### src/hdl/ncgc_pkg.sv
// Package for the nodal / cell-center grid converter.
// Holds sizing constants, operation and register codes, and the structs
// passed between the core and the address generator. No dependencies.
package ncgc_pkg;

  localparam int MAX_EXTENT   = 32;
  localparam int STORE_DEPTH  = 131072;
  localparam int SAMPLE_WIDTH = 32;

  // Grid points per axis in the store layout (nodes reach the extent).
  localparam int EXT = MAX_EXTENT + 1;

  localparam int COORD_W = 6;
  localparam int COMP_W  = 2;
  localparam int SIZE_W  = 6;
  localparam int EXT_W   = $clog2(MAX_EXTENT + 2);
  localparam int CMP_W   = (EXT_W > COORD_W) ? EXT_W : COORD_W;

  localparam int ADDR_W  = $clog2(STORE_DEPTH);
  localparam int SPAN_W  = $clog2(3 * EXT * EXT * EXT);
  localparam int IDX_W   = ((SPAN_W > ADDR_W) ? SPAN_W : ADDR_W) + 1;

  // Sum of up to eight samples, wrapped at 64 bits like the arithmetic spec.
  localparam int SUM_W   = (SAMPLE_WIDTH + 3 > 64) ? 64 : SAMPLE_WIDTH + 3;
  localparam int WIDE_W  = (SUM_W > 33) ? SUM_W : 33;
  localparam int VAL_W   = 32;

  localparam int NBR_W   = 3;

  localparam logic OP_WRITE = 1'b0;
  localparam logic OP_READ  = 1'b1;

  localparam logic MODE_TO_CENTER = 1'b0;
  localparam logic MODE_TO_NODE   = 1'b1;

  localparam int CFG_IDX_W = 3;
  localparam logic [CFG_IDX_W-1:0] REG_MODE     = 3'd0;
  localparam logic [CFG_IDX_W-1:0] REG_NUM_DIMS = 3'd1;
  localparam logic [CFG_IDX_W-1:0] REG_SIZE_X   = 3'd2;
  localparam logic [CFG_IDX_W-1:0] REG_SIZE_Y   = 3'd3;
  localparam logic [CFG_IDX_W-1:0] REG_SIZE_Z   = 3'd4;

  typedef struct packed {
    logic             to_node;
    logic             three;
    logic [CMP_W-1:0] sx;
    logic [CMP_W-1:0] sy;
    logic [CMP_W-1:0] sz;
  } grid_cfg_t;

  typedef struct packed {
    logic              hit;
    logic [ADDR_W-1:0] addr;
  } store_req_t;

endpackage

### src/hdl/ncgc_addr_gen.sv
// Neighbor coordinate and store address generator.
// Depends on ncgc_pkg for widths, the grid configuration and request structs.
module ncgc_addr_gen
  import ncgc_pkg::*;
(
  input  grid_cfg_t          cfg,
  input  logic               direct,
  input  logic [NBR_W-1:0]   nbr,
  input  logic [COORD_W-1:0] pos_x,
  input  logic [COORD_W-1:0] pos_y,
  input  logic [COORD_W-1:0] pos_z,
  input  logic [COMP_W-1:0]  comp,
  output store_req_t         req
);

  logic               ok;
  logic [COORD_W-1:0] cx, cy, cz;
  logic [IDX_W-1:0]   idx;

  // Corner nodes of a cell lie at +0/+1; cells around a node at -1/+0,
  // dropped where they fall off the border.
  always_comb begin
    ok = 1'b1;
    cx = pos_x;
    cy = pos_y;
    cz = pos_z;
    if (!direct) begin
      if (cfg.to_node == MODE_TO_CENTER) begin
        cx = pos_x + COORD_W'(nbr[0]);
        cy = pos_y + COORD_W'(nbr[1]);
        if (cfg.three) begin
          cz = pos_z + COORD_W'(nbr[2]);
        end
      end else begin
        if (!nbr[0]) begin
          if (pos_x == '0) ok = 1'b0;
          cx = pos_x - COORD_W'(1);
        end else if (CMP_W'(pos_x) >= cfg.sx) begin
          ok = 1'b0;
        end
        if (!nbr[1]) begin
          if (pos_y == '0) ok = 1'b0;
          cy = pos_y - COORD_W'(1);
        end else if (CMP_W'(pos_y) >= cfg.sy) begin
          ok = 1'b0;
        end
        if (cfg.three) begin
          if (!nbr[2]) begin
            if (pos_z == '0) ok = 1'b0;
            cz = pos_z - COORD_W'(1);
          end else if (CMP_W'(pos_z) >= cfg.sz) begin
            ok = 1'b0;
          end
        end
      end
    end
    idx = ((IDX_W'(comp) * IDX_W'(EXT) + IDX_W'(cz)) * IDX_W'(EXT) + IDX_W'(cy))
          * IDX_W'(EXT) + IDX_W'(cx);
    req.hit  = ok && (idx < IDX_W'(STORE_DEPTH));
    req.addr = idx[ADDR_W-1:0];
  end

endmodule

### config.mk
export PLATFORM = sky130hd
export DESIGN_NAME = ncgc_addr_gen
export DESIGN_NICKNAME = d
export VERILOG_FILES = /design/src/hdl/ncgc_pkg.sv /design/src/hdl/ncgc_addr_gen.sv
export SDC_FILE = /design/constraint.sdc
export NUM_CORES = 1
export LEC_CHECK = 0
export BUFFER_PORTS_ARGS = -buffer_cell sky130_fd_sc_hd__buf_2
export CORE_MARGIN = 2
export CORE_UTILIZATION = 34
export DETAILED_ROUTE_END_ITERATION = 6
export GPL_TIMING_DRIVEN = 0
export PLACE_DENSITY_LB_ADDON = 0.15
export SYNTH_ARGS = -nofsm -noshare
export SYNTH_HDL_FRONTEND = slang
export SYNTH_SLANG_ARGS = --single-unit
### constraint.sdc
create_clock -name vclk -period 8.3
set_clock_uncertainty 0.15 [all_clocks]
set_input_delay 0.83 -clock vclk [all_inputs]
set_output_delay 0.83 -clock vclk [all_outputs]
set_load 0.02 [all_outputs]
# --- After elaboration in Yosys (flattened, before gate mapping) ---
# Cells that the tools add are included.
word_totals:
  word_cells: 43
  out_inout_bits: 18
  regBits: 0
  input_bits: 44
classes:
  mul: 3
  reduce_logical: 4
  addsub: 9
  n_mux: 23
  order_cmp: 4
ops:
  columns: ["cell", "count"]
  rows:
  - ["2-to-1 mux 6 bit", 11]
  - ["adder 18 x 6 -> 18 bit", 1]
  - ["adder 6 x 1 -> 6 bit", 3]
  - [">= comparator 6 bit", 3]
  - ["logical NOT 6 bit", 3]
  - ["< comparator 18 bit (second input constant)", 1]
  - ["multiplier 16 x 6 -> 18 bit (second input constant)", 1]
  - ["subtractor 6 x 1 -> 6 bit (second input constant)", 3]
  - ["adder 15 x 6 -> 16 bit", 1]
  - ["multiplier 9 x 6 -> 15 bit (second input constant)", 1]
  - ["2-to-1 mux 1 bit", 12]
  - ["adder 8 x 6 -> 9 bit", 1]
  - ["multiplier 2 x 6 -> 8 bit (second input constant)", 1]
  - ["logical AND 1 bit", 1]

# --- Longest topological paths before layout ---
depth:
  word_depth: 12
  depth_mapped: 36
  depth_no_buf: 36

# --- Worst setup path before layout ---
# Ideal clock, no wire load.
synth_path:
  path_type: "input-to-output"
  from: "input pos_z[1]"
  to: "output req[17] (netlist bit)"
  cell_stages: 30
  setup_slack_ns: 0.016
  arrival_time_ns: 7.304
  path_buffers: 0
  path_cell_list: "or4b_4 -> or4_1 -> a21oi_1 -> xor2_1 -> ha_1 -> ha_1 -> or4b_4 -> and2_1 -> inv_2 -> ha_1 -> ha_1 -> ha_1 -> o21ai_0 -> nand2b_1 -> o31a_1 -> a31o_2 -> a21oi_1 -> xnor2_1 -> ha_1 -> ha_1 -> ha_1 -> ha_1 -> a21o_1 -> a21o_1 -> a21oi_1 -> o21ai_1 -> a21oi_1 -> a21oi_1 -> xnor2_1 -> o31a_1"
synth_rtl:
  columns: ["element", "line", "source"]
  rows:
  - ["from (decl)", "ncgc_addr_gen.sv:11", "input logic [COORD_W-1:0] pos_z,"]
  - ["to (decl)", "ncgc_addr_gen.sv:13", "output store_req_t req"]

==> run_results.csv <==
group,metric,value,unit
finish,fin_area,0.00414,mm2
synth,synth_top_family_by_area,"adder cells",
placement,pre_cts_ws,-0.810,ns
critical_path,path_buf_inv,3,
synth,muxShareOfSynthArea,0.00332,
timing,fin_crit_sh,0.984,
critical_path,worst_ep_required_time,7.32,ns
critical_path,crit_fanout,3,
grt,grt_pass1_wl,12.8,mm
timing,hold_viol,0,
die,die_h,98.2,um
job,maxCapViolations,0,
timing,slew_headroom,0.534,
route,routedWlPerCell,13.2,um
route,via_per_inst,5.14,
synth,syn_nets,534,
finish,seq_cells,0,
critical_path,crit_path_start_kind,"input port",
die,coreArea,0.00868,mm2
route,num_vias,2953,
min_path,hp-start,"pos_x[0]",
synth,synth_xor_area_frac,0.119,
die,fp-row-count,34,
grt,track_usage,0.153,
timing,setup_slack,0.130,ns
finish,fin_util,0.477,
die,start_util,0.348,
critical_path,critical_path.top_delay_family,"adder cells",
finish,final_cell_mix,"82 x ha_1, 57 x buf_2, 32 x inv_1",
timing,maxSlewViolCount,0,
die,die_w,98.2,um
synth,syn_area_per_cell,7.92,um2
route,ant_nets,0,
timing,rsz0062_at_grt,"true",
placement,port_buffers,62,
timing,max_freq,122,MHz
placement,dpl_cell_area,0.00346,mm2
finish,final_net_count,621,
finish,final_common_cell,"ha_1",
synth,synthAdderAreaFrac,0.460,
critical_path,crit_path_frequent_cell,"ha_4",
synth,syn_inst,381,
route,wl,7.60,mm
finish,diodes,0,
finish,multi_input_area,0.00332,mm2
route,drt-pass1-iter-count,4,
run_status,status,"finished, final reports clean",
finish,area_growth,37.2,%
critical_path,startpoint,"pos_z[2]",
grt,grt_pass1_vias,2864,
die,die_area,0.00964,mm2
synth,synth_simple_gate_area_frac,0.177,
timing,min_period,8.17,ns
synth,ys_types,48,
route,first_iter_violations,46,
synth,yosys_warnings,0,
grt,antenna_found_initial,0,
finish,final_layout_size_suffix_gt1_frac,0.326,
synth,ys_seq_area_frac,0,
placement,hpwl,6.20,mm
timing,finalSetupViolations,0,
synth,synth_compound_area_frac,0.190,
timing,worst_slew_pin_slew,0.694,ns
critical_path,cp-end-kind,"output port",
route,drc,0,
critical_path,slowest_stage,"or4b_4",
min_path,hold_path_class,"input port to output port",
finish,nClkBuffers,0,
placement,gp_congestion,0.837,
critical_path,crit_arrival,7.19,ns
finish,nFillCells,902,
grt,grt_max_degree,11,
finish,regArea,0,um2
critical_path,critPathKind,"input port to output port",
synth,synth_area,0.00302,mm2
die,io_pins,62,
grt,gr-total-overflow,0,
critical_path,crit_path_max_incr_delay,0.53,ns
logic make-up (layout without fill, tap and decap cells):
group | after synthesis | after routing
buffers and inverters | 41 | 126
adder cells (fa/ha/maj) | 109 | 109
XOR/XNOR | 41 | 41
multiplexers | 1 | 1
AND/OR/NAND/NOR | 98 | 98
AO/OA/AOI/OAI | 91 | 91
per-layer routing:
metal	vias to the layer above	track usage	share of wire
li1	1559	-	-
met1	1331	0.217	0.47
met2	59	0.268	0.50
met3	4	0.00429	0.025
met4	0	0.0158	0.0061
met5	-	0	0
per-stage QoR:
stage	TNS (ns)	hold WS, ns	instances
detailed placement	-2.39	2.07	551
CTS	-0.00919	2.08	567
global route	-0.291	2.12	574
floorplan	0	1.84	381
global placement	-2.15	2.06	551
finish	0	2.06	574
synth_stat cells, types with 5 or more instances:
library cell | instances | area, um2
a21o_1 | 10 | 75.1
a21oi_1 | 30 | 150
a31oi_1 | 5 | 31.3
ha_1 | 106 | 1330
inv_1 | 36 | 135
nand2_1 | 22 | 82.6
nand2b_1 | 10 | 62.6
nand3_1 | 7 | 35.0
nor2_1 | 17 | 63.8
nor2b_1 | 6 | 37.5
nor3_1 | 10 | 50.1
nor4_1 | 5 | 31.3
o21a_1 | 5 | 37.5
o21ai_0 | 16 | 80.1
xnor2_1 | 25 | 219
xor2_1 | 16 | 140
area by class of cell:
cell class         instances  area share
multi-input cells        340       0.801
repair buffers            85       0.126
inverters                 38      0.0357
well taps                108      0.0327
plain buffers              3     0.00393
repair_timing:
action                     in CTS  in global routing
pin swaps                      33                 32
buffers inserted               16                  7
setup endpoints to repair       7                  7
gates resized for setup        55                 25
hold buffers                    0                  0
final timing paths:
check	to	cells past startpoint
hold / removal	req[0]	5
setup / recovery	req[17]	32
tightest hold or removal path, cell delays in order:
cell	delay [ns]
buf_2	0.12
nand2_1	0.06
o21ai_0	0.08
ha_1	0.14
buf_2	0.15
Power is left out: the tool's default activity adds up to more than one toggle a clock period on the data nets, which glitch-free logic cannot reach.
